===== config.mk =====
export PLATFORM = sky130hd
export DESIGN_NAME = fit_block_allocator_flat
export DESIGN_NICKNAME = d
export VERILOG_FILES = /design/src/design/fba_pkg.sv /design/src/design/fba_if.sv /design/src/design/fit_block_allocator.sv /design/src/design/fba_ctrl.sv /design/src/design/fba_dpath.sv /design/src/flat_wrapper.sv
export SDC_FILE = /design/constraint.sdc
export NUM_CORES = 1
export LEC_CHECK = 0
export ABC_CLOCK_PERIOD_IN_PS = 16450
export BUFFER_PORTS_ARGS = -buffer_cell sky130_fd_sc_hd__buf_2
export CORE_UTILIZATION = 24
export CTS_CLUSTER_SIZE = 28
export DETAILED_ROUTE_END_ITERATION = 8
export PLACE_DENSITY = 0.36
export SLEW_MARGIN = 30
export SYNTH_ARGS = -nofsm -noshare
export SYNTH_HDL_FRONTEND = slang
export SYNTH_SLANG_ARGS = --single-unit

===== constraint.sdc =====
create_clock -name clk -period 16.45 [get_ports clk]
set_clock_uncertainty 0.15 [all_clocks]
set_input_delay 1.645 -clock clk [delete_from_list [all_inputs] [get_ports clk]]
set_output_delay 1.645 -clock clk [all_outputs]
set_load 0.02 [all_outputs]

===== src/design/fba_pkg.sv =====
package fba_pkg;

	localparam int NUM_BLOCKS = 16;
	localparam int SIZE_BITS  = 16;
	localparam int IDX_BITS   = $clog2(NUM_BLOCKS);
	localparam int CNT_BITS   = $clog2(NUM_BLOCKS + 1);

	// fixed field widths
	localparam int OP_BITS     = 2;
	localparam int POLICY_BITS = 2;
	localparam int BCOUNT_BITS = 5;
	localparam int CFG_IDX_BITS  = 1;
	localparam int CFG_DATA_BITS = 5;

	typedef enum logic [OP_BITS-1:0] {
		OP_LOAD  = 2'd0,
		OP_CLEAR = 2'd1,
		OP_ALLOC = 2'd2,
		OP_NONE  = 2'd3
	} fba_op_t;

	typedef enum logic [POLICY_BITS-1:0] {
		POL_FIRST = 2'd0,
		POL_BEST  = 2'd1,
		POL_NEXT  = 2'd2,
		POL_NONE  = 2'd3
	} fba_policy_t;

	typedef enum logic [CFG_IDX_BITS-1:0] {
		CFG_POLICY = 1'b0,
		CFG_COUNT  = 1'b1
	} fba_cfg_idx_t;

	// controller to datapath
	typedef struct packed {
		logic load;
		logic clear;
		logic start;
		logic step;
		logic commit;
	} fba_cmd_t;

	// datapath to controller
	typedef struct packed {
		logic empty;
		logic scan_done;
	} fba_sts_t;

endpackage


===== src/design/fba_if.sv =====
interface fba_req_if;
	logic                          valid;
	logic                          ready;
	logic [fba_pkg::OP_BITS-1:0]   opcode;
	logic [fba_pkg::IDX_BITS-1:0]  block_index;
	logic [fba_pkg::SIZE_BITS-1:0] block_size;
	logic [fba_pkg::SIZE_BITS-1:0] request_size;

	modport source (output valid, opcode, block_index, block_size, request_size, input ready);
	modport sink (input valid, opcode, block_index, block_size, request_size, output ready);
endinterface

interface fba_rsp_if;
	logic                          valid;
	logic                          ready;
	logic                          granted;
	logic [fba_pkg::IDX_BITS-1:0]  chosen_block;
	logic [fba_pkg::SIZE_BITS-1:0] leftover;

	modport source (output valid, granted, chosen_block, leftover, input ready);
	modport sink (input valid, granted, chosen_block, leftover, output ready);
endinterface


===== src/design/fit_block_allocator.sv =====
// load and clear requests are taken only in idle and give no result
// an allocate request scans one table entry per cycle over the active count (at most 16),
// then writes the result register once it is free or its result is being taken;
// first fit and next fit stop at the first fitting entry, best fit always scans all
// one request is worked at a time; the result register frees the input side meanwhile
// reset sets first fit and a block count of 16, clears used marks and pointer; sizes need loading
module fit_block_allocator (
	input  logic                                clk,
	input  logic                                arst_n,
	fba_req_if.sink                             request,
	fba_rsp_if.source                           result,
	input  logic                                wr_en,
	input  logic [fba_pkg::CFG_IDX_BITS-1:0]    wr_index,
	input  logic [fba_pkg::CFG_DATA_BITS-1:0]   wr_data
);

	fba_pkg::fba_cmd_t cmd;
	fba_pkg::fba_sts_t sts;

	// sequencing of each request
	fba_ctrl u_ctrl (
		.clk       (clk),
		.arst_n    (arst_n),
		.in_valid  (request.valid),
		.in_ready  (request.ready),
		.in_opcode (request.opcode),
		.out_valid (result.valid),
		.out_ready (result.ready),
		.cmd       (cmd),
		.sts       (sts)
	);

	// table, scan and result registers
	fba_dpath u_dpath (
		.clk              (clk),
		.arst_n           (arst_n),
		.wr_en            (wr_en),
		.wr_index         (wr_index),
		.wr_data          (wr_data),
		.in_block_index   (request.block_index),
		.in_block_size    (request.block_size),
		.in_request_size  (request.request_size),
		.cmd              (cmd),
		.sts              (sts),
		.out_granted      (result.granted),
		.out_chosen_block (result.chosen_block),
		.out_leftover     (result.leftover)
	);

endmodule


===== src/design/fba_ctrl.sv =====
module fba_ctrl (
	input  logic                        clk,
	input  logic                        arst_n,
	input  logic                        in_valid,
	output logic                        in_ready,
	input  logic [fba_pkg::OP_BITS-1:0] in_opcode,
	output logic                        out_valid,
	input  logic                        out_ready,
	output fba_pkg::fba_cmd_t           cmd,
	input  fba_pkg::fba_sts_t           sts
);

	typedef enum logic [1:0] {
		ST_IDLE,
		ST_SCAN,
		ST_FINISH
	} state_t;

	state_t state_q;
	logic   out_valid_q;
	logic   accept;
	logic   can_commit;

	assign in_ready   = (state_q == ST_IDLE);
	assign accept     = in_valid && in_ready;
	assign out_valid  = out_valid_q;
	assign can_commit = !out_valid_q || out_ready;

	// commands to the datapath
	always_comb begin
		cmd.load   = accept && (in_opcode == fba_pkg::OP_LOAD);
		cmd.clear  = accept && (in_opcode == fba_pkg::OP_CLEAR);
		cmd.start  = accept && (in_opcode == fba_pkg::OP_ALLOC);
		cmd.step   = (state_q == ST_SCAN);
		cmd.commit = (state_q == ST_FINISH) && can_commit;
	end

	// state and result valid
	always_ff @(posedge clk or negedge arst_n) begin
		if (!arst_n) begin
			state_q     <= ST_IDLE;
			out_valid_q <= 1'b0;
		end else begin
			if (cmd.commit) begin
				out_valid_q <= 1'b1;
			end else if (out_ready) begin
				out_valid_q <= 1'b0;
			end
			case (state_q)
				ST_IDLE: begin
					if (cmd.start) begin
						state_q <= sts.empty ? ST_FINISH : ST_SCAN;
					end
				end
				ST_SCAN: begin
					if (sts.scan_done) begin
						state_q <= ST_FINISH;
					end
				end
				ST_FINISH: begin
					if (can_commit) begin
						state_q <= ST_IDLE;
					end
				end
				default: begin
					state_q <= ST_IDLE;
				end
			endcase
		end
	end

endmodule


===== src/design/fba_dpath.sv =====
module fba_dpath (
	input  logic                                clk,
	input  logic                                arst_n,
	input  logic                                wr_en,
	input  logic [fba_pkg::CFG_IDX_BITS-1:0]    wr_index,
	input  logic [fba_pkg::CFG_DATA_BITS-1:0]   wr_data,
	input  logic [fba_pkg::IDX_BITS-1:0]        in_block_index,
	input  logic [fba_pkg::SIZE_BITS-1:0]       in_block_size,
	input  logic [fba_pkg::SIZE_BITS-1:0]       in_request_size,
	input  fba_pkg::fba_cmd_t                   cmd,
	output fba_pkg::fba_sts_t                   sts,
	output logic                                out_granted,
	output logic [fba_pkg::IDX_BITS-1:0]        out_chosen_block,
	output logic [fba_pkg::SIZE_BITS-1:0]       out_leftover
);

	// configuration
	fba_pkg::fba_policy_t                policy_q;
	logic [fba_pkg::BCOUNT_BITS-1:0]     bcount_q;

	// table state
	logic [fba_pkg::SIZE_BITS-1:0]       size_q [fba_pkg::NUM_BLOCKS];
	logic [fba_pkg::NUM_BLOCKS-1:0]      used_q;
	logic [fba_pkg::IDX_BITS-1:0]        next_start_q;

	// scan state
	fba_pkg::fba_policy_t                pol_q;
	logic [fba_pkg::SIZE_BITS-1:0]       req_q;
	logic [fba_pkg::CNT_BITS-1:0]        n_q;
	logic [fba_pkg::CNT_BITS-1:0]        count_q;
	logic [fba_pkg::IDX_BITS-1:0]        idx_q;
	logic                                found_q;
	logic [fba_pkg::IDX_BITS-1:0]        pick_q;
	logic [fba_pkg::SIZE_BITS-1:0]       best_q;

	logic [fba_pkg::CNT_BITS-1:0]        n_eff;
	logic [fba_pkg::IDX_BITS-1:0]        start_idx;
	logic [fba_pkg::SIZE_BITS-1:0]       cur_size;
	logic [fba_pkg::SIZE_BITS-1:0]       diff;
	logic                                fits;
	logic                                take;
	logic [fba_pkg::CNT_BITS-1:0]        idx_inc;

	// active block count, saturated to the table depth
	always_comb begin
		if (fba_pkg::CNT_BITS'(bcount_q) > fba_pkg::CNT_BITS'(fba_pkg::NUM_BLOCKS)) begin
			n_eff = fba_pkg::CNT_BITS'(fba_pkg::NUM_BLOCKS);
		end else begin
			n_eff = fba_pkg::CNT_BITS'(bcount_q);
		end
	end

	// next fit restarts at zero on a stale pointer
	always_comb begin
		start_idx = '0;
		if (policy_q == fba_pkg::POL_NEXT
				&& fba_pkg::CNT_BITS'(next_start_q) < n_eff) begin
			start_idx = next_start_q;
		end
	end

	assign sts.empty = (policy_q == fba_pkg::POL_NONE) || (n_eff == '0);

	// one table entry examined per cycle
	assign cur_size = size_q[idx_q];
	assign diff     = cur_size - req_q;
	assign fits     = !used_q[idx_q] && (cur_size >= req_q);
	assign idx_inc  = fba_pkg::CNT_BITS'(idx_q) + fba_pkg::CNT_BITS'(1);

	always_comb begin
		if (pol_q == fba_pkg::POL_BEST) begin
			take = fits && (!found_q || diff < best_q);
		end else begin
			take = fits && !found_q;
		end
	end

	assign sts.scan_done = (count_q == fba_pkg::CNT_BITS'(1))
		|| (pol_q != fba_pkg::POL_BEST && fits);

	// configuration registers, marks and pointer
	always_ff @(posedge clk or negedge arst_n) begin
		if (!arst_n) begin
			policy_q     <= fba_pkg::POL_FIRST;
			bcount_q     <= fba_pkg::BCOUNT_BITS'(16);
			used_q       <= '0;
			next_start_q <= '0;
		end else begin
			if (wr_en) begin
				case (wr_index)
					fba_pkg::CFG_POLICY: begin
						policy_q <= fba_pkg::fba_policy_t'(wr_data[fba_pkg::POLICY_BITS-1:0]);
					end
					fba_pkg::CFG_COUNT: begin
						bcount_q <= wr_data[fba_pkg::BCOUNT_BITS-1:0];
					end
					default: begin
					end
				endcase
			end
			if (cmd.clear) begin
				used_q       <= '0;
				next_start_q <= '0;
			end else if (cmd.commit && found_q) begin
				used_q[pick_q] <= 1'b1;
				if (pol_q == fba_pkg::POL_NEXT) begin
					next_start_q <= pick_q;
				end
			end
		end
	end

	// size table, written by load requests
	always_ff @(posedge clk) begin
		if (cmd.load) begin
			size_q[in_block_index] <= in_block_size;
		end
	end

	// scan registers and result register
	always_ff @(posedge clk) begin
		if (cmd.start) begin
			pol_q   <= policy_q;
			req_q   <= in_request_size;
			n_q     <= n_eff;
			count_q <= n_eff;
			idx_q   <= start_idx;
			found_q <= 1'b0;
			pick_q  <= '0;
			best_q  <= '0;
		end else if (cmd.step) begin
			count_q <= count_q - fba_pkg::CNT_BITS'(1);
			if (idx_inc == n_q) begin
				idx_q <= '0;
			end else begin
				idx_q <= idx_inc[fba_pkg::IDX_BITS-1:0];
			end
			if (take) begin
				found_q <= 1'b1;
				pick_q  <= idx_q;
				best_q  <= diff;
			end
		end
		if (cmd.commit) begin
			out_granted      <= found_q;
			out_chosen_block <= found_q ? pick_q : '0;
			out_leftover     <= found_q ? best_q : '0;
		end
	end

endmodule

===== src/flat_wrapper.sv =====
// flat-port wrapper written by rule: the top's interface ports become plain ports
module fit_block_allocator_flat 
  (clk, arst_n, wr_en, wr_index, wr_data, request_valid, request_opcode, request_block_index, request_block_size, request_request_size, request_ready, result_valid, result_granted, result_chosen_block, result_leftover, result_ready);
  fba_req_if request_i ();
  fba_rsp_if result_i ();
  input  logic clk;
  input  logic arst_n;
  input  logic wr_en;
  input  logic [fba_pkg::CFG_IDX_BITS-1:0] wr_index;
  input  logic [fba_pkg::CFG_DATA_BITS-1:0] wr_data;
  input wire logic [$bits(request_i.valid)-1:0] request_valid;
  input wire logic [$bits(request_i.opcode)-1:0] request_opcode;
  input wire logic [$bits(request_i.block_index)-1:0] request_block_index;
  input wire logic [$bits(request_i.block_size)-1:0] request_block_size;
  input wire logic [$bits(request_i.request_size)-1:0] request_request_size;
  output wire logic [$bits(request_i.ready)-1:0] request_ready;
  output wire logic [$bits(result_i.valid)-1:0] result_valid;
  output wire logic [$bits(result_i.granted)-1:0] result_granted;
  output wire logic [$bits(result_i.chosen_block)-1:0] result_chosen_block;
  output wire logic [$bits(result_i.leftover)-1:0] result_leftover;
  input wire logic [$bits(result_i.ready)-1:0] result_ready;
  assign request_i.valid = request_valid;
  assign request_i.opcode = request_opcode;
  assign request_i.block_index = request_block_index;
  assign request_i.block_size = request_block_size;
  assign request_i.request_size = request_request_size;
  assign request_ready = request_i.ready;
  assign result_valid = result_i.valid;
  assign result_granted = result_i.granted;
  assign result_chosen_block = result_i.chosen_block;
  assign result_leftover = result_i.leftover;
  assign result_i.ready = result_ready;
  fit_block_allocator u_core (.clk(clk), .arst_n(arst_n), .request(request_i), .result(result_i), .wr_en(wr_en), .wr_index(wr_index), .wr_data(wr_data));
endmodule

-- Word level (Yosys, flattened, before mapping)
Memory sizes are Yosys's and may differ from the RTL's. A register that Yosys moved wholly into a read port is not among the register bits.
Cells that the tools add are included.
- bitwise operators: 2
- $lt $le $gt $ge: 7
- $add $sub $neg: 3
- equal/unequal tests: 14
- reductions and logical operators: 31
- mux-type cells: 27
- operator list (operator ; number):
    $mux W16 ; 2
    $mux W4 ; 8
    $ge A16 B16 Y1 ; 1
    $lt A16 B16 Y1 ; 1
    $or A16 B16 Y16 ; 1
    $sub A16 B16 Y16 ; 1
    $mux W5 ; 3
    $logic_and A1 B1 Y1 ; 12
    $eq A2 B2 Y1 const B ; 5
    $lt A4 B5 Y1 const B ; 2
    $mux W2 ; 4
    $reduce_and A2 Y1 ; 4
    $reduce_bool A2 Y1 ; 4
    $mux W1 ; 7
    $eq A2 B1 Y1 const B ; 3
    $pmux W2 S3 ; 1
    $add A4 B1 Y5 const B ; 1
    $eq A5 B1 Y1 const B ; 1
    $eq A5 B5 Y1 ; 1
    $gt A5 B5 Y1 const B ; 1
    $logic_not A5 Y1 ; 1
    $lt A4 B5 Y1 ; 1
    $sub A5 B1 Y5 const B ; 1
    $bmux W1 S4 ; 1
    9 further kinds ; 17
- output and inout port bits: 23
- memories kept: 1
- input bits: 49
- memory bits (writable): 256
- bits in registers: 104
- memories (name ; words ; bits a word ; read ports ; clocked after memory_dff ; write ports ; RTL line ; RTL):
    u_core.u_dpath.size_q ; 16 ; 16 ; 1 ; 1 ; 1 ; fba_dpath.sv:22 ; logic [fba_pkg::SIZE_BITS-1:0] size_q [fba_pkg::NUM_BLOCKS];

-- Logic depth before layout (Yosys ltp)
Gate-level depths: netlist (run 1).
- word-level depth: 8
- mapped depth: 20
- mapped depth without buffers: 18

-- Hierarchy
Synthesis (run 1) repeated with hierarchy kept, for this count alone.
- cells, all modules: 911
- area, all modules: 15406.0 µm²
- by module, submodules not included (module ; cells each ; times used ; area an instance (µm²)):
    fba_dpath ; 893 ; 1 ; 15225.9
    fba_ctrl ; 18 ; 1 ; 180.2

-- Worst setup path after synthesis (run 1)
Ideal clock, no wire load.
- path type: reg-to-reg
- start: register (tool-made name)
- end: register u_core.u_dpath.best_q[14] in the netlist's numbering
- library setup time: 121 ps
- buffers on the path: 3
- stages on the path, launching flop included: 18
- required time: 16179 ps
- arrival time: 4943 ps
- path slack: 11236 ps
- cell sequence: dfxtp_1 buf_2 buf_1 mux4_2 mux4_2 ha_1 o21a_1 o21ai_0 a21oi_1 a2111oi_0 o211a_1 ha_1 and3_2 a211o_1 o21ai_0 o211ai_2 buf_6 mux2_4
- RTL lines (element ; RTL line ; RTL):
    end signal, assigned ; fba_dpath.sv:141 ; best_q <= diff;
    end, declared ; fba_dpath.sv:34 ; logic [fba_pkg::SIZE_BITS-1:0] best_q;

==> results_dict.tcl, run 1 <==
set metrics [dict create \
    outcome "complete, no violations" \
    rsz0062_at_grt "no" \
    wire_per_inst_um 21.6 \
    cts_buffers 44 \
    slew_headroom_pct 40.0 \
    cts_tree "built" \
    post-route-period-util_pct 38.9 \
    insertion_delay_ns 0.58 \
    drtIter0Drc 476 \
    synth-edff-count 309 \
    crit_arrival_ns 6.69 \
    clk_path_buf_depth 3 \
    grt_pass1_wl_mm 60.5 \
    die_h_um 256 \
    antenna_cells 0 \
    track_usage_pct 12.7 \
    final_nets 1103 \
    yosys.area_share.xor_xnor_pct 1.11 \
    clock_sinks 364 \
    synth.distinct_cells 67 \
    gp_congestion 0.773 \
    synth-warning-count 0 \
    cp_slowest_cell "dfxtp_2" \
    crit_chain "buf_4 > mux4_2 > mux4_2 > ha_1 > a21oi_1 > o21ai_0 > o21ai_0 > a41oi_1 > xor2_1 > ha_1 > and3_2 > a211o_1 > o21ai_0 > o211ai_2 > buf_4 > mux2_4" \
    fillers 6342 \
    crit_top_cell "o21ai_0" \
    yosysTopAreaCell "edfxtp_1" \
    drtAntennaViolNets 0 \
    p_leak_nw 6.45 \
    netlist_top_cells_area "edfxtp_1, mux4_2, dfrtp_1, dfxtp_1, ha_1" \
    grt_max_degree 47 \
    cap_violations 0 \
    viasPerCell 4.33 \
    intPower_mw 2.26 \
    hp-class "register to register" \
    areaGrowthSynthToFinish_pct 18.8 \
    finalSetupViolations 0 \
    finalHoldViolCount 0 \
    port_buffers 71 \
    worst_slack_ns 10.05 \
    die-area_mm2 0.0655 \
    comb_power_share_pct 36.9 \
    drc_errors 0 \
    cp.required_ns 16.74 \
    fmax_mhz 156 \
    via_count 8202 \
    postPlaceCellArea_mm2 0.0169 \
    dp_slack_ns 9.99 \
    hold_buffers 0 \
    root_buffer "clkbuf_16" \
    tns_ns 0 \
    worst-path-buf-inv 2 \
    cp_top_family "compound AO/OA/AOI/OAI gates" \
    synth_top_family_by_area "multiplexers" \
    finalInstanceArea_mm2 0.0184 \
    synth.area.mux_share_pct 14.9 \
    drive_gt1_share_pct 26.9 \
    synth_nets 1007 \
    cp-start-kind "register" \
    cts.clk_slew.worst_paths_ns 0.06 \
    power_frac_seq_pct 34.7 \
    first_pass_iters 4 \
    htreeDepth 2 \
    totalWireLength_mm 40.9 \
    cellPowerDensity_mw_per_mm2 188 \
    core_area_mm2 0.0633 \
    pin_count 72 \
    syn_inst 919 \
    grt_pass1_vias 8807 \
    slew_viol_final 0 \
    synthFlopType "edfxtp_1" \
    cts_resized 0 \
    gr-total-overflow 0 \
    crit_type "register to register" \
    ys_seq_area_share_pct 68.1 \
    worstMarginPinSlew_ns 0.897 \
    synth_area_mm2 0.0155 \
    p_sw_mw 1.19 \
    vdd_drop_max_uv 77.0 \
    synth_top_area_share_pct 60.0 \
    ys_seq_elements 364 \
    synth_compound_area_share_pct 4.26 \
    crit_fanout 40 \
    dp_hpwl_mm 24.3 \
    swShare_pct 34.4 \
    dp_cells 1815 \
    clkPwrFrac_pct 28.4 \
    synth_simple_gate_area_share_pct 6.21 \
    rows 92 \
    syn_area_per_cell_um2 16.8 \
    stdcell_count 1895 \
    async_flop_share_pct 8.24 \
    post_cts_buffers 0 \
    start_util_pct 24.4 \
    synthAdderAreaFrac_pct 3.20 \
    period_minus_slack_ns 6.40 \
    die_x_um 256 \
    grt_antenna_before_repair 3 \
    critPathCaptureType "register" \
    crit_path_max_incr_delay_ns 0.82 \
]
==> through the flow <==
step	util, %	hold WS (ns)	total power [mW]
after floorplan	-	0.281	2.14
after global placement	26.7	0.302	2.51
after detailed placement	26.7	0.309	2.52
after CTS	29.0	0.317	3.52
after global routing	29.0	0.337	3.69
final	29.0	0.310	3.45
==> final timing paths <==
| path | to | depth (start not counted) | slack [ns] | from |
|---|---|---|---|---|
| min in group asynchronous | u_core.u_dpath.used_q[4]$_DFFE_PN0P_ | 1 | 0.99 | arst_n |
| worst min-delay path | u_core.u_dpath.best_q[1]$_SDFFE_PP0P_ | 2 | 0.31 | u_core.u_dpath.best_q[1]$_SDFFE_PP0P_ |
| worst max register to register | u_core.u_dpath.best_q[4]$_SDFFE_PP0P_ | 16 | 10.05 | register |
| worst max-delay path | u_core.u_dpath.best_q[4]$_SDFFE_PP0P_ | 16 | 10.05 | register |
| max in group asynchronous | u_core.u_ctrl.state_q[0]$_DFFE_PN0P_ | 1 | 14.67 | arst_n |
| worst min register to register | u_core.u_dpath.best_q[1]$_SDFFE_PP0P_ | 2 | 0.31 | u_core.u_dpath.best_q[1]$_SDFFE_PP0P_ |
==> area by class of cell <==
| type | count | area, µm² | share of cell area, % |
|---|---|---|---|
| timing repair buffer | 83 | 445 | 2.42 |
| clock buffer | 57 | 1200 | 6.53 |
| clock inverter | 23 | 255 | 1.39 |
| multi-input combinational | 476 | 4710 | 25.6 |
| tap | 846 | 1060 | 5.76 |
| sequential | 364 | 10500 | 57.3 |
| inverter | 46 | 173 | 0.940 |
==> registers in the layout (all words and copies together), names as in the netlist, 5 cells and up, named ones only <==
signal	cells
u_core.u_dpath.best_q	16
u_core.u_dpath.out_leftover	16
u_core.u_dpath.bcount_q	5
u_core.u_dpath.size_q	256
u_core.u_dpath.count_q	5
u_core.u_dpath.n_q	5
u_core.u_dpath.used_q	16
u_core.u_dpath.req_q	16
==> layer usage <==
layer,GRT usage (%),share of wire (%),vias up
met2,20.6,47,142
met5,0,0.073,-
met3,2.23,3.3,66
met1,17.1,47,4209
li1,-,-,3781
met4,4.06,2.4,4
==> Yosys cell counts (all sizes together), types with 5 or more instances <==
cell type  instances
and2               7
xnor2              7
nor2b             12
nand2             36
dfxtp             25
and3               7
a21o               7
buf               14
mux4              84
clkbuf            18
a21oi             37
or3                5
edfxtp           309
mux2              22
nand3              8
dfrtp             29
nor2              85
nand2b            12
mux2i             10
nor3              12
a22o               5
xor2              10
inv               46
o21ai             20
o211ai             5
ha                38
==> placed cells by master (no fill, tap or decap), types with 4 or more instances in the layout <==
cell type,Yosys,layout
a21o_1,7,7
a21oi_1,37,37
a22o_1,5,5
and2_1,7,7
and3_1,5,5
buf_2,5,71
buf_4,0,12
bufinv_16,0,4
clkbuf_1,18,8
clkbuf_16,0,44
clkbuf_8,0,5
clkinv_1,0,8
clkinv_2,0,7
dfrtp_1,29,29
dfxtp_1,25,23
edfxtp_1,309,309
ha_1,38,38
inv_1,46,45
mux2_2,8,8
mux2_4,14,14
mux2i_1,10,10
mux4_1,4,4
mux4_2,80,80
nand2_1,36,36
nand2b_1,12,12
nand3_1,8,8
nor2_1,85,73
nor2_4,0,12
nor2b_1,12,11
nor3_1,12,8
nor3_2,0,4
o211ai_1,4,4
o21ai_0,20,20
or3_1,4,4
xnor2_1,7,7
xor2_1,10,10
==> cells by family (layout without fill, tap and decap cells) <==
logic type                 count (synthesis)  in the layout
AOI/OAI and AO/OA                        102            102
xor gates and xnor gates                  18             18
muxes                                    116            116
DFF                                      364            364
adders and majority gates                 39             39
and+or+nand+nor                          201            201
buffers and inverters                     79            209
==> power by group through the flow <==
stage / Sequential (mW) / Clock [mW] / Combinational [mW]
finish: 1.20 / 0.980 / 1.27
global route: 1.21 / 1.04 / 1.43
CTS: 1.20 / 1.01 / 1.30
detailed placement: 1.22 / 0 / 1.30
global placement: 1.22 / 0 / 1.30
floorplan: 1.16 / 0 / 0.981
==> worst min-delay path, delay by kind of cell (launching register included) <==
family | cells | cell delay [ns]
mux | 1 | 0.05
simple gates | 1 | 0.05
flops | 1 | 0.31
Note: power is estimated with default switching activity, not from simulation.
==> run 2: changes to the inputs <==
ABC_CLOCK_PERIOD_IN_PS = 5200   (was 16450)
PLACE_DENSITY = 0.37   (was 0.36)
clock period = 5.2 ns   (was 16.45 ns; I/O delays follow)
==> results_dict.tcl, run 2 (synthesis results as in run 1) <==
set metrics [dict create \
    fmax_mhz 198 \
    grt_max_degree 45 \
    grt_antenna_before_repair 4 \
    htreeDepth 2 \
    root_buffer "clkbuf_16" \
    slew_headroom_pct 45.1 \
    final_nets 1183 \
    p_leak_nw 6.83 \
    dp_slack_ns -0.0325 \
    r2r_slack_ns 0.16 \
    worst_slack_ns 0.162 \
    regMostFlops "u_core.u_dpath.size_q" \
    gr-total-overflow 0 \
    largest_register_ffs 256 \
    die_h_um 256 \
    cellPowerDensity_mw_per_mm2 609 \
    grt_pass1_wl_mm 60.0 \
    post-route-period-util_pct 96.9 \
    outcome "complete, no violations" \
    cp.required_ns 5.50 \
    rows 92 \
    via_count 8407 \
    drtIter0Drc 383 \
    vdd_drop_max_uv 214 \
    slew_viol_final 0 \
    total_power_mw 11.8 \
    crit_type "register to register" \
    mostFrequentLayoutCells "edfxtp_1, mux4_2, nor2_1" \
    fillers 6304 \
    crit_arrival_ns 5.34 \
    cp-start-kind "register" \
    insertion_delay_ns 0.57 \
    clk_path_buf_depth 3 \
    totalWireLength_mm 40.2 \
    finalHoldViolCount 0 \
    period_minus_slack_ns 5.04 \
    cts_tree "built" \
    worstMarginPinSlew_ns 0.822 \
    die-area_mm2 0.0655 \
    grt_pass1_vias 9018 \
    drive_gt1_share_pct 32.6 \
    cap_violations 0 \
    cts.clk_slew.worst_paths_ns 0.06 \
    die_x_um 256 \
    finalSetupViolations 0 \
    drc_errors 0 \
    hp-class "primary input to register" \
    port_buffers 71 \
    areaGrowthSynthToFinish_pct 24.9 \
    crit_fanout 11 \
    track_usage_pct 12.3 \
    dp_hpwl_mm 25.1 \
    critPathCaptureType "register" \
    gp_congestion 0.771 \
    first_pass_iters 4 \
    start_util_pct 24.4 \
    wire_per_inst_um 20.3 \
    clock_sinks 364 \
    drtAntennaViolNets 0 \
    pin_count 72 \
    core_area_mm2 0.0633 \
    cts_buffers 43 \
    viasPerCell 4.26 \
    mostFrequentLayoutCell "edfxtp_1" \
]
[run 2: changes by cell type in the layout (fill, tap and decap cells not counted), sizes merged]
cell | previous run | this run
buf | 83 | 142
bufinv | 4 | 0
clkbuf | 57 | 61
clkinv | 18 | 17
diode | 0 | 1
dlygate4sd3 | 0 | 18
inv | 46 | 48
[run 2: stage by stage]
| step | util (%) | TNS, ns | instances | hold slack, ns | instance area, µm² |
|---|---|---|---|---|---|
| 3_5_place_dp | 27.3 | -0.413 | 1853 | 0.311 | 17300 |
| 3_3_place_gp | 27.3 | 0 | 1853 | 0.300 | 17300 |
| 2_1_floorplan | - | 0 | 919 | 0.0744 | 15500 |
| 6_report | 30.5 | 0 | 1974 | 0.0393 | 19300 |
| 4_1_cts | 29.6 | 0 | 1948 | 0.0000341 | 18800 |
| 5_1_grt | 30.5 | -0.0966 | 1973 | 0.0178 | 19300 |
[run 2: layer usage]
metal  GRT usage (%)  part of all wire, %  up-vias
met1            15.9                   44     4268
met2            20.9                   50      137
met4            3.59                  2.0        2
li1                -                    -     3946
met5               0                0.042        -
met3            2.46                  4.0       54
[run 2: critical path, cell delays in order, from the launching register on]
cell,delay (ns)
dfxtp_4,0.48
buf_12,0.16
buf_12,0.12
buf_6,0.13
mux4_2,0.50
mux4_2,0.53
ha_4,0.29
buf_6,0.13
nor3_1,0.05
a311o_1,0.36
a41oi_2,0.24
xor2_2,0.19
ha_1,0.26
and3_2,0.21
a211o_1,0.28
o21ai_1,0.16
o211ai_2,0.17
clkbuf_16,0.22
mux2_4,0.29
[run 2: cell type report]
cell class | count | area (µm²) | area share, %
Antenna cell | 1 | 2.50 | 0.0130
Clock buffer | 57 | 1150 | 5.95
Clock inverter | 20 | 136 | 0.706
Inverter | 46 | 173 | 0.894
Multi-Input combinational cell | 476 | 4950 | 25.6
Sequential cell | 364 | 10500 | 54.6
Tap cell | 846 | 1060 | 5.48
Timing Repair Buffer | 164 | 1310 | 6.78
[run 2: path summary, 6_finish.rpt]
kind                                                            start                                     end  cells past startpoint
max in group asynchronous                                      arst_n  u_core.u_dpath.bcount_q[1]$_DFFE_PN0P_                      2
min in group asynchronous                                      arst_n    u_core.u_dpath.used_q[2]$_DFFE_PN0P_                      2
worst min register to register  u_core.u_dpath.best_q[1]$_SDFFE_PP0P_   u_core.u_dpath.best_q[1]$_SDFFE_PP0P_                      2
worst max-delay path                                         register  u_core.u_dpath.best_q[10]$_SDFFE_PP0P_                     18
worst min-delay path                          request_request_size[0]       u_core.u_dpath.req_q[0]$_DFFE_PP_                      1
worst max register to register                               register  u_core.u_dpath.best_q[10]$_SDFFE_PP0P_                     18
[run 2: where the power goes]
| part | switching (mW) | internal [mW] |
|---|---|---|
| logic | 2.61 | 2.70 |
| registers | 0.210 | 3.47 |
| clock network | 1.21 | 1.56 |
| total | 4.03 | 7.73 |
[run 2: timing repair]
action | CTS | global route
gates cloned | 0 | 4
hold buffers | 18 | 0
pin swaps | 0 | 13
hold endpoints to repair | 46 | 0
resized for setup | 1 | 48
setup buffers | 0 | 21
endpoints found under the setup margin | 15 | 20
==> run 3: changes to the inputs <==
ABC_AREA = 1   (was not set)
==> results_dict.tcl, run 3 <==
set metrics [dict create \
    htreeDepth 2 \
    critPathCaptureType "register" \
    min-delay-start "wr_data[4]" \
    clkPwrFrac_pct 24.7 \
    antenna_cells 0 \
    syn_area_per_cell_um2 11.1 \
    cts_tree "built" \
    insertion_delay_ns 0.59 \
    largest_register_ffs 256 \
    viasPerCell 4.28 \
    p_sw_mw 4.67 \
    gr-total-overflow 0 \
    rows 95 \
    clk_path_buf_depth 3 \
    cts_buffers 44 \
    root_buffer "clkbuf_16" \
    netlist_top_cells_area "edfxtp_1, inv_1, nand2_1, dfrtp_1, mux2i_1" \
    fmax_mhz 216 \
    post-route-period-util_pct 88.9 \
    drtAntennaViolNets 0 \
    r2r_slack_ns 0.58 \
    grt_max_degree 53 \
    holdWs_ns 0.0480 \
    r2r_end "u_core.u_dpath.best_q[10]$_SDFFE_PP0P_" \
    gp_congestion 0.802 \
    port_buffers 71 \
    total_power_mw 11.5 \
    finalSetupViolations 0 \
    cp.required_ns 5.53 \
    ys_seq_area_share_pct 64.3 \
    grt_pass1_wl_mm 69.0 \
    synth.most_common_cell "edfxtp_1" \
    finalHoldViolCount 0 \
    drc_errors 0 \
    drtIter0Drc 550 \
    syn_inst 1469 \
    async_flop_share_pct 8.24 \
    p_leak_nw 7.74 \
    die_x_um 263 \
    crit_fanout 38 \
    final_nets 1663 \
    regMostFlops "u_core.u_dpath.size_q" \
    cellPowerDensity_mw_per_mm2 592 \
    final_core_util_pct 28.8 \
    cp-start-kind "register" \
    stdcell_count 2479 \
    power_frac_seq_pct 32.6 \
    synth_top_area_share_pct 56.7 \
    synth_area_mm2 0.0164 \
    wire_per_inst_um 18.6 \
    yosysTopAreaCell "edfxtp_1" \
    mostFrequentLayoutCells "edfxtp_1, inv_1, nand2_1" \
    cap_violations 0 \
    vdd_drop_max_uv 256 \
    min_path_cells 3 \
    slew_viol_final 0 \
    synth_nets 1557 \
    worstRegToRegCells 24 \
    crit_arrival_ns 4.96 \
    die_h_um 263 \
    crit_type "register to register" \
    comb_power_share_pct 42.6 \
    synthFlopType "edfxtp_1" \
    die-area_mm2 0.0693 \
    hp-class "primary input to register" \
    worstMarginPinSlew_ns 0.950 \
    synth.distinct_cells 44 \
    drive_gt1_share_pct 13.0 \
    dp_hpwl_mm 28.3 \
    clock_sinks 364 \
    period_minus_slack_ns 4.62 \
    start_util_pct 24.3 \
    track_usage_pct 13.3 \
    cts.clk_slew.worst_paths_ns 0.06 \
    rsz0062_at_grt "no" \
    totalWireLength_mm 46.2 \
    slew_headroom_pct 36.5 \
    grt_antenna_before_repair 5 \
    first_pass_iters 7 \
    grt_pass1_vias 10700 \
    via_count 10600 \
    swShare_pct 40.6 \
    areaGrowthSynthToFinish_pct 18.6 \
    pin_count 72 \
    dp_cells 2385 \
    intPower_mw 6.82 \
    whs_endpoint "u_core.u_dpath.bcount_q[4]$_DFFE_PN1P_" \
    core_area_mm2 0.0674 \
    synth-warning-count 0 \
    ys_seq_elements 364 \
    tns_ns 0 \
    mostFrequentLayoutCell "edfxtp_1" \
    synth_common_cells "edfxtp_1, inv_1, nand2_1" \
    outcome "complete, no violations" \
    synth-edff-count 309 \
]
run 3: cell count changes in the layout (fill, tap and decap cells not counted), sizes merged, moves of 22 or more:
cell | previous run | this run
o21ai | 20 | 93
a21oi | 37 | 104
nand3 | 8 | 86
inv | 48 | 224
mux2 | 22 | 0
nand2 | 36 | 209
nor2 | 85 | 116
mux4 | 84 | 0
mux2i | 10 | 64
o211ai | 5 | 65
buf | 142 | 102
run 3: power groups by stage:
stage	Combinational, mW	Clock (mW)	Sequential [mW]
after floorplan	3.51	0	3.71
after global placement	4.89	0	3.84
after detailed placement	4.90	0	3.84
after CTS	4.93	2.95	3.78
after global routing	5.60	3.05	3.79
final	4.90	2.84	3.75
run 3: final cells by class:
type | instances | area [µm²]
Fill cell | 6970 | 48000
Sequential cell | 364 | 10500
Multi-Input combinational cell | 825 | 4810
Clock buffer | 63 | 1200
Tap cell | 873 | 1090
Timing Repair Buffer | 118 | 843
Inverter | 222 | 833
Clock inverter | 14 | 108
run 3: repair_timing:
item	in CTS	in global routing
resized for setup	0	0
hold buffers	16	0
setup buffers	0	1
setup endpoints to repair	0	20
endpoints found under the hold margin	44	0
run 3: per-layer routing:
layer  wire (µm)  global-route usage, %
met5          35                      0
met4         848                   3.38
met3        1670                   2.39
met2       21500                   21.8
met1       22200                   18.1
run 3: cell families after synthesis:
logic type | Yosys count | share of synthesized area (%)
AOI/OAI and AO/OA | 268 | 9.38
xor gates and xnor gates | 14 | 0.749
adders and majority gates | 39 | 3.03
buffers and inverters | 280 | 6.92
DFF | 364 | 64.3
muxes | 64 | 3.91
and+or+nand+nor | 440 | 11.7
run 3: worst max-delay path, stage by stage (launching register included):
cell and delay, ns:
dfxtp_4 0.66, buf_12 0.28, mux2i_1 0.20, o21ai_0 0.09, o211ai_1 0.17, nand2_1 0.16
ha_1 0.39, nand2_1 0.12, inv_1 0.09, a21oi_1 0.22, nand2_1 0.15, nand2_1 0.12
nand3_1 0.08, nand2_1 0.11, inv_1 0.05, ha_1 0.30, nand2_1 0.06, inv_1 0.03
o21ai_0 0.13, a21oi_1 0.08, nor2_1 0.16, a21oi_2 0.09, nor2_4 0.39, nor2_1 0.08
nor2_1 0.11
run 3: worst max path at each step:
stage / start / end / cells past startpoint
after global routing: register / u_core.u_dpath.best_q[9]$_SDFFE_PP0P_ / 26
after detailed placement: register / u_core.u_dpath.best_q[10]$_SDFFE_PP0P_ / 25
after global placement: register / u_core.u_dpath.best_q[0]$_SDFFE_PP0P_ / 25
after floorplan: register / u_core.u_dpath.best_q[5]$_SDFFE_PP0P_ / 30
final: register / u_core.u_dpath.best_q[10]$_SDFFE_PP0P_ / 24
after CTS: register / u_core.u_dpath.best_q[12]$_SDFFE_PP0P_ / 25
run 3: per-stage QoR:
step	setup WS, ns	area (µm²)
2_1_floorplan	1.38	16400
3_3_place_gp	0.431	17900
3_5_place_dp	0.397	17900
4_1_cts	0.332	19400
5_1_grt	0.0237	19400
6_report	0.576	19400
